--- src/rtl/core/pbmc_pkg.sv ---
// pbmc_pkg: shared types, codes and helpers of the power bank mode controller
// used by pbmc_step and power_bank_mode_controller; no dependencies
package pbmc_pkg;

	localparam int SAMPLE_W  = 16;
	localparam int EVENT_W   = 3;
	localparam int MODE_W    = 2;
	localparam int LED_W     = 4;
	localparam int LEVEL_W   = 3;
	localparam int HOLD_W    = 3;
	localparam int CFG_IDX_W = 3;
	localparam int NUM_THR   = 4;
	localparam int THR_IDX_W = $clog2(NUM_THR);

	localparam logic [MODE_W-1:0] MODE_IDLE     = 2'd0;
	localparam logic [MODE_W-1:0] MODE_CHG      = 2'd1;
	localparam logic [MODE_W-1:0] MODE_BOOST    = 2'd2;
	localparam logic [MODE_W-1:0] MODE_CHGBOOST = 2'd3;

	localparam logic [EVENT_W-1:0] EV_TICK    = 3'd0;
	localparam logic [EVENT_W-1:0] EV_BUTTON  = 3'd1;
	localparam logic [EVENT_W-1:0] EV_CHG_IN  = 3'd2;
	localparam logic [EVENT_W-1:0] EV_CHG_OUT = 3'd3;
	localparam logic [EVENT_W-1:0] EV_DEV_IN  = 3'd4;

	localparam logic [CFG_IDX_W-1:0] CFG_THR_3V0    = 3'd0;
	localparam logic [CFG_IDX_W-1:0] CFG_THR_3V4    = 3'd1;
	localparam logic [CFG_IDX_W-1:0] CFG_THR_3V7    = 3'd2;
	localparam logic [CFG_IDX_W-1:0] CFG_THR_4V0    = 3'd3;
	localparam logic [CFG_IDX_W-1:0] CFG_RISE_CLAMP = 3'd4;
	localparam logic [CFG_IDX_W-1:0] CFG_NO_LOAD    = 3'd5;
	localparam logic [CFG_IDX_W-1:0] CFG_HOLD_TICKS = 3'd6;

	localparam logic [SAMPLE_W-1:0] RST_THR_3V0    = 16'd29789;
	localparam logic [SAMPLE_W-1:0] RST_THR_3V4    = 16'd33761;
	localparam logic [SAMPLE_W-1:0] RST_THR_3V7    = 16'd36740;
	localparam logic [SAMPLE_W-1:0] RST_THR_4V0    = 16'd39718;
	localparam logic [SAMPLE_W-1:0] RST_RISE_CLAMP = 16'd500;
	localparam logic [SAMPLE_W-1:0] RST_NO_LOAD    = 16'd1000;
	localparam logic [HOLD_W-1:0]   RST_HOLD_TICKS = 3'd4;

	localparam logic [LEVEL_W-1:0] LEVEL_EMPTY = 3'd1;
	localparam logic [LEVEL_W-1:0] LEVEL_LOW   = 3'd2;
	localparam logic [LEVEL_W-1:0] LEVEL_MID   = 3'd3;
	localparam logic [LEVEL_W-1:0] LEVEL_HIGH  = 3'd4;
	localparam logic [LEVEL_W-1:0] LEVEL_FULL  = 3'd5;

	localparam logic [LED_W-1:0] LEDS_OFF = 4'h0;
	localparam logic [LED_W-1:0] LEDS_ALL = 4'hF;

	typedef struct packed {
		logic [NUM_THR-1:0][SAMPLE_W-1:0] thr;
		logic [SAMPLE_W-1:0]              rise_clamp;
		logic [SAMPLE_W-1:0]              no_load_current;
		logic [HOLD_W-1:0]                led_hold_ticks;
	} cfg_t;

	typedef struct packed {
		logic [EVENT_W-1:0]  event_req;
		logic [SAMPLE_W-1:0] battery_sample;
		logic [SAMPLE_W-1:0] load_current_sample;
		logic                charger_absent_pin;
		logic                charge_done_pin;
	} req_t;

	typedef struct packed {
		logic [MODE_W-1:0]  mode;
		logic [LED_W-1:0]   leds;
		logic [HOLD_W-1:0]  hold_count;
		logic               blink_phase;
		logic [LEVEL_W-1:0] discharge_level;
		logic               boost;
		logic               mask;
	} state_t;

	typedef struct packed {
		logic [MODE_W-1:0]  mode;
		logic [LED_W-1:0]   leds;
		logic               boost_enable;
		logic               switch_masked;
		logic               low_battery_alert;
		logic               unplug_indicate;
		logic [LEVEL_W-1:0] battery_level;
	} res_t;

	function automatic logic [LED_W-1:0] bar(input logic [LEVEL_W-1:0] level);
		logic [LED_W-1:0] pat;
		unique case (level)
			LEVEL_LOW:  pat = 4'h1;
			LEVEL_MID:  pat = 4'h3;
			LEVEL_HIGH: pat = 4'h7;
			LEVEL_FULL: pat = 4'hF;
			default:    pat = LEDS_OFF;
		endcase
		return pat;
	endfunction

endpackage

--- src/rtl/core/pbmc_step.sv ---
// pbmc_step: next-state and result logic for one request
// uses pbmc_pkg types, codes and the bar pattern function
module pbmc_step (
	input  pbmc_pkg::cfg_t   cfg,
	input  pbmc_pkg::req_t   req,
	input  pbmc_pkg::state_t cur,
	output pbmc_pkg::state_t nxt,
	output pbmc_pkg::res_t   res
);

	logic                            full;
	logic                            power_ok;
	logic                            unplugged;
	logic [pbmc_pkg::LEVEL_W-1:0]    level;
	logic [pbmc_pkg::LEVEL_W-1:0]    level_dn;
	logic [pbmc_pkg::LEVEL_W-1:0]    thr_off;
	logic [pbmc_pkg::SAMPLE_W-1:0]   thr_sel;
	logic [pbmc_pkg::SAMPLE_W:0]     rise_limit;
	logic [pbmc_pkg::LEVEL_W-1:0]    dl;
	logic [pbmc_pkg::LED_W-1:0]      lit;
	logic [pbmc_pkg::LED_W-1:0]      dim;
	logic [pbmc_pkg::LED_W-1:0]      disp;
	logic                            alert;
	logic                            unplug;

	assign full      = !req.charger_absent_pin && req.charge_done_pin;
	assign power_ok  = req.battery_sample >= cfg.thr[0];
	assign unplugged = req.load_current_sample < cfg.no_load_current;

	// grade against the four thresholds
	always_comb begin
		if (req.battery_sample > cfg.thr[3])
			level = pbmc_pkg::LEVEL_FULL;
		else if (req.battery_sample > cfg.thr[2])
			level = pbmc_pkg::LEVEL_HIGH;
		else if (req.battery_sample > cfg.thr[1])
			level = pbmc_pkg::LEVEL_MID;
		else if (req.battery_sample > cfg.thr[0])
			level = pbmc_pkg::LEVEL_LOW;
		else
			level = pbmc_pkg::LEVEL_EMPTY;
	end

	assign level_dn = level - pbmc_pkg::LEVEL_W'(1);

	// rising level needs its own threshold plus the clamp
	assign thr_off    = level - pbmc_pkg::LEVEL_LOW;
	assign thr_sel    = cfg.thr[thr_off[pbmc_pkg::THR_IDX_W-1:0]];
	assign rise_limit = {1'b0, thr_sel} + {1'b0, cfg.rise_clamp};
	assign dl = (level > cur.discharge_level && {1'b0, req.battery_sample} < rise_limit) ?
		level_dn : level;

	// charge blink patterns
	assign lit  = (level <= pbmc_pkg::LEVEL_LOW) ? 4'h1 : pbmc_pkg::bar(level);
	assign dim  = (level <= pbmc_pkg::LEVEL_LOW) ? pbmc_pkg::LEDS_OFF : pbmc_pkg::bar(level_dn);
	assign disp = cur.blink_phase ? dim : lit;

	always_comb begin
		nxt    = cur;
		alert  = 1'b0;
		unplug = 1'b0;
		unique case (cur.mode)
			pbmc_pkg::MODE_IDLE: begin
				unique case (req.event_req)
					pbmc_pkg::EV_TICK: begin
						if (cur.hold_count != '0) begin
							nxt.hold_count = cur.hold_count - pbmc_pkg::HOLD_W'(1);
							if (cur.hold_count == pbmc_pkg::HOLD_W'(1))
								nxt.leds = pbmc_pkg::LEDS_OFF;
						end
					end
					pbmc_pkg::EV_BUTTON: begin
						nxt.leds       = pbmc_pkg::bar(level);
						nxt.hold_count = cfg.led_hold_ticks;
					end
					pbmc_pkg::EV_CHG_IN: begin
						nxt.mode = pbmc_pkg::MODE_CHG;
						nxt.mask = 1'b1;
					end
					pbmc_pkg::EV_DEV_IN: begin
						if (power_ok) begin
							nxt.boost = 1'b1;
							nxt.mask  = 1'b1;
							nxt.mode  = pbmc_pkg::MODE_BOOST;
						end else begin
							nxt.leds = pbmc_pkg::LEDS_OFF;
							alert    = 1'b1;
						end
					end
					default: ;
				endcase
			end
			pbmc_pkg::MODE_CHG: begin
				unique case (req.event_req)
					pbmc_pkg::EV_TICK: begin
						if (full) begin
							nxt.leds = pbmc_pkg::LEDS_ALL;
						end else begin
							nxt.leds        = disp;
							nxt.blink_phase = !cur.blink_phase;
							if (req.charger_absent_pin) begin
								nxt.mode = pbmc_pkg::MODE_IDLE;
								nxt.mask = 1'b0;
								nxt.leds = pbmc_pkg::LEDS_OFF;
							end
						end
					end
					pbmc_pkg::EV_CHG_OUT: begin
						nxt.mode = pbmc_pkg::MODE_IDLE;
						nxt.mask = 1'b0;
						nxt.leds = pbmc_pkg::LEDS_OFF;
					end
					pbmc_pkg::EV_DEV_IN: begin
						if (power_ok) begin
							nxt.boost = 1'b1;
							nxt.mode  = pbmc_pkg::MODE_CHGBOOST;
						end else begin
							nxt.leds = pbmc_pkg::LEDS_OFF;
							alert    = 1'b1;
						end
					end
					default: ;
				endcase
			end
			pbmc_pkg::MODE_BOOST: begin
				unique case (req.event_req)
					pbmc_pkg::EV_TICK: begin
						if (unplugged) begin
							nxt.boost = 1'b0;
							nxt.mode  = pbmc_pkg::MODE_IDLE;
							nxt.mask  = 1'b0;
							nxt.leds  = pbmc_pkg::LEDS_OFF;
							unplug    = 1'b1;
						end else begin
							nxt.discharge_level = dl;
							if (dl == pbmc_pkg::LEVEL_EMPTY) begin
								nxt.leds  = pbmc_pkg::LEDS_OFF;
								alert     = 1'b1;
								nxt.boost = 1'b0;
								nxt.mode  = pbmc_pkg::MODE_IDLE;
								nxt.mask  = 1'b0;
							end else begin
								nxt.leds = pbmc_pkg::bar(dl);
							end
						end
					end
					pbmc_pkg::EV_CHG_IN: nxt.mode = pbmc_pkg::MODE_CHGBOOST;
					default: ;
				endcase
			end
			pbmc_pkg::MODE_CHGBOOST: begin
				unique case (req.event_req)
					pbmc_pkg::EV_TICK: begin
						if (full) begin
							nxt.mode = pbmc_pkg::MODE_IDLE;
							nxt.mask = 1'b0;
						end else if (unplugged) begin
							nxt.boost = 1'b0;
							nxt.mode  = pbmc_pkg::MODE_CHG;
							nxt.mask  = 1'b0;
							nxt.leds  = pbmc_pkg::LEDS_OFF;
							unplug    = 1'b1;
						end else begin
							nxt.leds        = disp;
							nxt.blink_phase = !cur.blink_phase;
						end
					end
					pbmc_pkg::EV_CHG_OUT: nxt.mode = pbmc_pkg::MODE_BOOST;
					default: ;
				endcase
			end
			default: ;
		endcase
	end

	always_comb begin
		res.mode              = nxt.mode;
		res.leds              = nxt.leds;
		res.boost_enable      = nxt.boost;
		res.switch_masked     = nxt.mask;
		res.low_battery_alert = alert;
		res.unplug_indicate   = unplug;
		res.battery_level     = level;
	end

endmodule

--- src/rtl/core/power_bank_mode_controller.sv ---
// power_bank_mode_controller: top level with configuration, request register,
// controller state and result register; uses pbmc_pkg and pbmc_step
//
// Every accepted request gives exactly one result. A request is captured in an
// input register, one pass of pbmc_step computes the next mode, LED bar and
// flags from it, and the result register holds the answer until it is taken.
// Throughput is one request per cycle while results are taken; the only loop is
// the controller state, which is updated in the same cycle that a result is
// loaded. The input side keeps accepting while a result waits, until both
// registers are full.
module power_bank_mode_controller (
	input  logic                              clk,
	input  logic                              arst_n,
	input  logic                              cfg_we,
	input  logic [pbmc_pkg::CFG_IDX_W-1:0]    cfg_index,
	input  logic [pbmc_pkg::SAMPLE_W-1:0]     cfg_wdata,
	input  logic                              req_valid,
	output logic                              req_ready,
	input  logic [pbmc_pkg::EVENT_W-1:0]      event_req,
	input  logic [pbmc_pkg::SAMPLE_W-1:0]     battery_sample,
	input  logic [pbmc_pkg::SAMPLE_W-1:0]     load_current_sample,
	input  logic                              charger_absent_pin,
	input  logic                              charge_done_pin,
	output logic                              res_valid,
	input  logic                              res_ready,
	output logic [pbmc_pkg::MODE_W-1:0]       mode,
	output logic [pbmc_pkg::LED_W-1:0]        leds,
	output logic                              boost_enable,
	output logic                              switch_masked,
	output logic                              low_battery_alert,
	output logic                              unplug_indicate,
	output logic [pbmc_pkg::LEVEL_W-1:0]      battery_level
);

	pbmc_pkg::cfg_t   cfg_q;
	pbmc_pkg::req_t   req_s1;
	logic             valid_s1;
	pbmc_pkg::state_t state_q;
	pbmc_pkg::state_t state_nxt;
	pbmc_pkg::res_t   res_nxt;
	pbmc_pkg::res_t   res_q;
	logic             res_valid_q;
	logic             advance;

	// configuration registers
	always_ff @(posedge clk or negedge arst_n) begin
		if (!arst_n) begin
			cfg_q.thr[0]          <= pbmc_pkg::RST_THR_3V0;
			cfg_q.thr[1]          <= pbmc_pkg::RST_THR_3V4;
			cfg_q.thr[2]          <= pbmc_pkg::RST_THR_3V7;
			cfg_q.thr[3]          <= pbmc_pkg::RST_THR_4V0;
			cfg_q.rise_clamp      <= pbmc_pkg::RST_RISE_CLAMP;
			cfg_q.no_load_current <= pbmc_pkg::RST_NO_LOAD;
			cfg_q.led_hold_ticks  <= pbmc_pkg::RST_HOLD_TICKS;
		end else if (cfg_we) begin
			unique case (cfg_index)
				pbmc_pkg::CFG_THR_3V0:    cfg_q.thr[0] <= cfg_wdata;
				pbmc_pkg::CFG_THR_3V4:    cfg_q.thr[1] <= cfg_wdata;
				pbmc_pkg::CFG_THR_3V7:    cfg_q.thr[2] <= cfg_wdata;
				pbmc_pkg::CFG_THR_4V0:    cfg_q.thr[3] <= cfg_wdata;
				pbmc_pkg::CFG_RISE_CLAMP: cfg_q.rise_clamp <= cfg_wdata;
				pbmc_pkg::CFG_NO_LOAD:    cfg_q.no_load_current <= cfg_wdata;
				pbmc_pkg::CFG_HOLD_TICKS:
					cfg_q.led_hold_ticks <= cfg_wdata[pbmc_pkg::HOLD_W-1:0];
				default: ;
			endcase
		end
	end

	assign advance   = !res_valid_q || res_ready;
	assign req_ready = !valid_s1 || advance;

	// request register
	always_ff @(posedge clk or negedge arst_n) begin
		if (!arst_n)
			valid_s1 <= 1'b0;
		else if (req_ready)
			valid_s1 <= req_valid;
	end

	always_ff @(posedge clk) begin
		if (req_valid && req_ready) begin
			req_s1.event_req           <= event_req;
			req_s1.battery_sample      <= battery_sample;
			req_s1.load_current_sample <= load_current_sample;
			req_s1.charger_absent_pin  <= charger_absent_pin;
			req_s1.charge_done_pin     <= charge_done_pin;
		end
	end

	pbmc_step u_step (
		.cfg (cfg_q),
		.req (req_s1),
		.cur (state_q),
		.nxt (state_nxt),
		.res (res_nxt)
	);

	// controller state
	always_ff @(posedge clk or negedge arst_n) begin
		if (!arst_n) begin
			state_q.mode            <= pbmc_pkg::MODE_IDLE;
			state_q.leds            <= pbmc_pkg::LEDS_OFF;
			state_q.hold_count      <= '0;
			state_q.blink_phase     <= 1'b0;
			state_q.discharge_level <= pbmc_pkg::LEVEL_FULL;
			state_q.boost           <= 1'b0;
			state_q.mask            <= 1'b0;
		end else if (valid_s1 && advance) begin
			state_q <= state_nxt;
		end
	end

	// result register
	always_ff @(posedge clk or negedge arst_n) begin
		if (!arst_n)
			res_valid_q <= 1'b0;
		else if (advance)
			res_valid_q <= valid_s1;
	end

	always_ff @(posedge clk) begin
		if (valid_s1 && advance)
			res_q <= res_nxt;
	end

	assign res_valid         = res_valid_q;
	assign mode              = res_q.mode;
	assign leds              = res_q.leds;
	assign boost_enable      = res_q.boost_enable;
	assign switch_masked     = res_q.switch_masked;
	assign low_battery_alert = res_q.low_battery_alert;
	assign unplug_indicate   = res_q.unplug_indicate;
	assign battery_level     = res_q.battery_level;

	a_stall_only_when_full: assert property (@(posedge clk) disable iff (!arst_n)
		!req_ready |-> (valid_s1 && res_valid_q && !res_ready))
		else $error("request side stalled with a free register");

	a_alert_blanks_bar: assert property (@(posedge clk) disable iff (!arst_n)
		(res_valid_q && res_q.low_battery_alert) |-> (res_q.leds == pbmc_pkg::LEDS_OFF))
		else $error("low battery alert with lit bar");

	a_unplug_stops_boost: assert property (@(posedge clk) disable iff (!arst_n)
		(res_valid_q && res_q.unplug_indicate) |->
			(!res_q.boost_enable && res_q.leds == pbmc_pkg::LEDS_OFF))
		else $error("unplug pulse with boost still on");

	a_single_pulse: assert property (@(posedge clk) disable iff (!arst_n)
		res_valid_q |-> !(res_q.low_battery_alert && res_q.unplug_indicate))
		else $error("alert and unplug pulses together");

	a_level_range: assert property (@(posedge clk) disable iff (!arst_n)
		res_valid_q |-> (res_q.battery_level >= pbmc_pkg::LEVEL_EMPTY &&
			res_q.battery_level <= pbmc_pkg::LEVEL_FULL))
		else $error("battery level out of range");

	a_state_hold_on_stall: assert property (@(posedge clk) disable iff (!arst_n)
		(res_valid_q && !res_ready) |=> $stable(state_q))
		else $error("controller state moved while result stalled");

endmodule

--- config.mk ---
export PLATFORM = sky130hd
export DESIGN_NAME = power_bank_mode_controller
export DESIGN_NICKNAME = d
export VERILOG_FILES = /design/src/rtl/core/pbmc_pkg.sv /design/src/rtl/core/pbmc_step.sv /design/src/rtl/core/power_bank_mode_controller.sv
export SDC_FILE = /design/constraint.sdc
export NUM_CORES = 1
export LEC_CHECK = 0
export BUFFER_PORTS_ARGS = -buffer_cell sky130_fd_sc_hd__buf_4
export CAP_MARGIN = 30
export CORE_ASPECT_RATIO = 1.2
export CORE_UTILIZATION = 60
export DETAILED_ROUTE_END_ITERATION = 8
export PLACE_DENSITY_LB_ADDON = 0.3
export SLEW_MARGIN = 15
export SYNTH_ARGS = -nofsm -noshare
export SYNTH_HDL_FRONTEND = slang
export SYNTH_SLANG_ARGS = --single-unit
export TNS_END_PERCENT = 30
--- constraint.sdc ---
create_clock -name clk -period 8.3 [get_ports clk]
set_input_delay 0.83 -clock clk [delete_from_list [all_inputs] [get_ports clk]]
set_output_delay 0.83 -clock clk [all_outputs]
set_load 0.02 [all_outputs]
==> impl_results.md <==
- Outcome: completed
- Setup crit end kind: register
- Ys Warns: 0
- CORE AREA: roughly 0.018 sq mm
- Via density: 6.24
- Initial antenna violation count: 0
- Clock Pin Slew Worst Setup and Hold Paths: around 0.07 ns
- I/O pin count: 76
- Unrepaired setup endpoints after global routing: false
- Total Routed Length: 27.6 mm
- Synth Net Count: between 1000 and 1500
- FMAX: around 0.13 GHz
- Clock root buffer: clkbuf_16
- Largest family of logic cells by synthesized area: compound AO/OA/AOI/OAI gates
- Fin crit period: about 7.7 ns
- Max incr delay on CP: ~0.54 ns
- Fraction of registers with async set/reset: a little over two thirds
- #FFs+latches synth: ~170
- Largest net degree at the start of global routing: slightly above 60
- CTS tree: yes
- Final hold vios: 0
- Avg Inst Size Synth: ~11 sq um
- Reg2reg start: cfg_q[98]
- Htree depth: 4
- Leading register cell type out of synthesis: dfrtp_1
- Max Fanout on Critical Path: 19
- Vias in the first global route: about 8500
- Number of synthesized flops with an enable pin: 50
- Max clock buf depth: 2
- Post-synthesis sequential area ratio: approximately two fifths
- Worst Tran Pin Value: a little under 1 ns
- Clock sink count: between 150 and 200
- # setup viols final: 0
- Max IR drop VDD: ~0.00019 V
- Leak: 5.35 nW
- Total GRT Usage: around a third
- # port buffers: 75
- Crit share post-route: slightly above 90%
- Fin Hold WS: around 0.46 ns
- Clk Latency, worst-skew pair: 0.44 ns
- Width of the die: 124 um
- Post-synthesis simple-gate area fraction: between 10% and 20%
- Final Wtd Congestion: 0.963
- Critical path type: register to register
- Count of final max-slew check failures: 0
- Adder-Cell Fraction of Synth Area: approximately 14%
- Proportion of synthesized area in mux cells: 9.71%
- Post-synthesis instance total: just over 1000
- Cell area after synthesis: ~0.011 sq mm
- R2R Setup Slk: about 0.56 ns
- # diodes: 0
- Worst min path class: primary input to asynchronous set/reset pin
- Initial Utilization: about 61%
- Crit-path slowest cell: dfstp_2
- DP Wirelength: about 20 mm
- Layout Skew: about 0.0092 ns
- Post-CTS Setup Bufs: 0
- Final setup TNS: 0 ns
- R2R cell count: 30
- Initial DRT Pass Iterations: 5
- Max_slew headroom: 35.1%
- First-pass GRT wire length: 44.1 mm
- DRC errors left: 0
- Commonest non-fill, non-tap cells in the layout: 120 x ha_1, 103 x inv_1, 92 x nand2_1
- Total gr overflow: 0
- # nets final: 1276
- Post-CTS resize count: 0
- Routed WL per cell: approximately 21 um
- CTS Buf Count: 17
- Max_cap viols: 0
- Commonest non-fill, non-tap cell in the layout: ha_1
- Syn-to-layout area delta: 13.7%
- Core Rows: 53
- Post-synthesis compound-gate area fraction: ~17%
- Cell mode on critical path: a21o_1
- Yosys cell types: 89
- Arr. time, crit path: approximately 8.0 ns
- Synth Area in XOR/XNOR: under 10%
- Detail Route Antenna Nets: 0
- CP startpoint kind: register
- RR Endpoint: mode[1]
- Die height: 148 um
- PwrDens: 310 mW/mm^2
- Iteration-0 DRC Markers: between 500 and 600
- Hold_buf cts: 0
- Layout cells sized above 1: 24.6%
- Routed via count: about 8300
- Die area: between 0.015 and 0.02 sq mm
- Worst Path Required: approximately 8.6 ns
-- report_power, final --
group	internal (mW)	total (mW)	switching (mW)	leakage, nW
clock network	0.488	0.838	0.350	0.298
registers	1.05	1.18	0.133	1.81
logic	0.776	1.77	0.990	3.24
total	2.31	3.78	1.47	5.35
-- area by class of cell --
cell class              count  area (sq um)
clock inverters            12           166
fillers                  1312          5320
repair buffers             88           677
flip-flops and latches    166          4460
inverters                 105           402
clock buffers              20           447
multi-input cells         716          5760
well taps                 220           275
-- state kept, by name, indices dropped and copies added, names as in the netlist --
name and count:
res_valid 1, cfg_q 99, leds 4, low_battery_alert 1, switch_masked 1, unplug_indicate 1, mode 2, valid_s1 1
battery_level 3, state_q 15, req_s1 37, boost_enable 1
-- critical path: cells and delay by family, from the launching register on --
| kind | cells | cell delay (ns) |
|---|---|---|
| AOI/OAI and AO/OA | 14 | 2.92 |
| xor gates and xnor gates | 1 | 0.17 |
| adders and majority gates | 3 | 0.90 |
| buffers and inverters | 3 | 0.35 |
| DFF | 1 | 0.54 |
| muxes | 1 | 0.46 |
| and+or+nand+nor | 8 | 2.17 |
-- routing by layer --
layer  vias to the layer above  part of all wire (%)  GRT usage, %
met4                         0                   5.0          16.8
met1                      3985                    39          37.8
met5                         -                     0             0
li1                       3891                     -             -
met2                       302                    51          55.4
met3                       105                   4.9          5.44
-- cell usage after synthesis (10+ instances only) --
library cell	count	area [sq um]
nand3_1	14	70.1
mux2_2	57	642
nor2_1	38	143
nor3_1	19	95.1
clkbuf_1	23	86.3
nand2b_1	12	75.1
o21ai_0	83	415
edfxtp_1	50	1500
or3_1	10	62.6
ha_1	120	1500
inv_1	103	387
a21oi_1	57	285
nand4_1	17	106
dfrtp_1	70	1750
mux4_2	11	248
a21o_1	20	150
nand2_1	92	345
dfstp_2	46	1210
-- metrics by stage --
stage / power [mW] / worst slack, ns / std cells / util, % / instance area, sq um
2_1_floorplan: 2.47 / 1.45 / 1015 / - / 10700
3_3_place_gp: 2.89 / 0.849 / 1293 / 65.9 / 11500
3_5_place_dp: 2.92 / 0.722 / 1294 / 66.0 / 11600
4_1_cts: 3.77 / 0.704 / 1326 / 69.5 / 12200
5_1_grt: 4.04 / 0.0789 / 1327 / 69.6 / 12200
6_report: 3.78 / 0.555 / 1327 / 69.6 / 12200
-- cells by family after synthesis --
logic type / Yosys count
mux: 75
simple gates: 243
fa+ha+maj: 121
flops: 166
xor+xnor: 17
buf+inv: 133
compound gates: 260
-- worst max-delay path by stage --
stage                     startpoint             to
after floorplan            cfg_q[94]  switch_masked
after global placement     cfg_q[98]  switch_masked
after detailed placement   cfg_q[94]        leds[0]
after CTS                  cfg_q[88]        leds[0]
after global routing       cfg_q[74]        leds[0]
final                      cfg_q[98]        mode[1]
(Power assumes the default switching activity.)
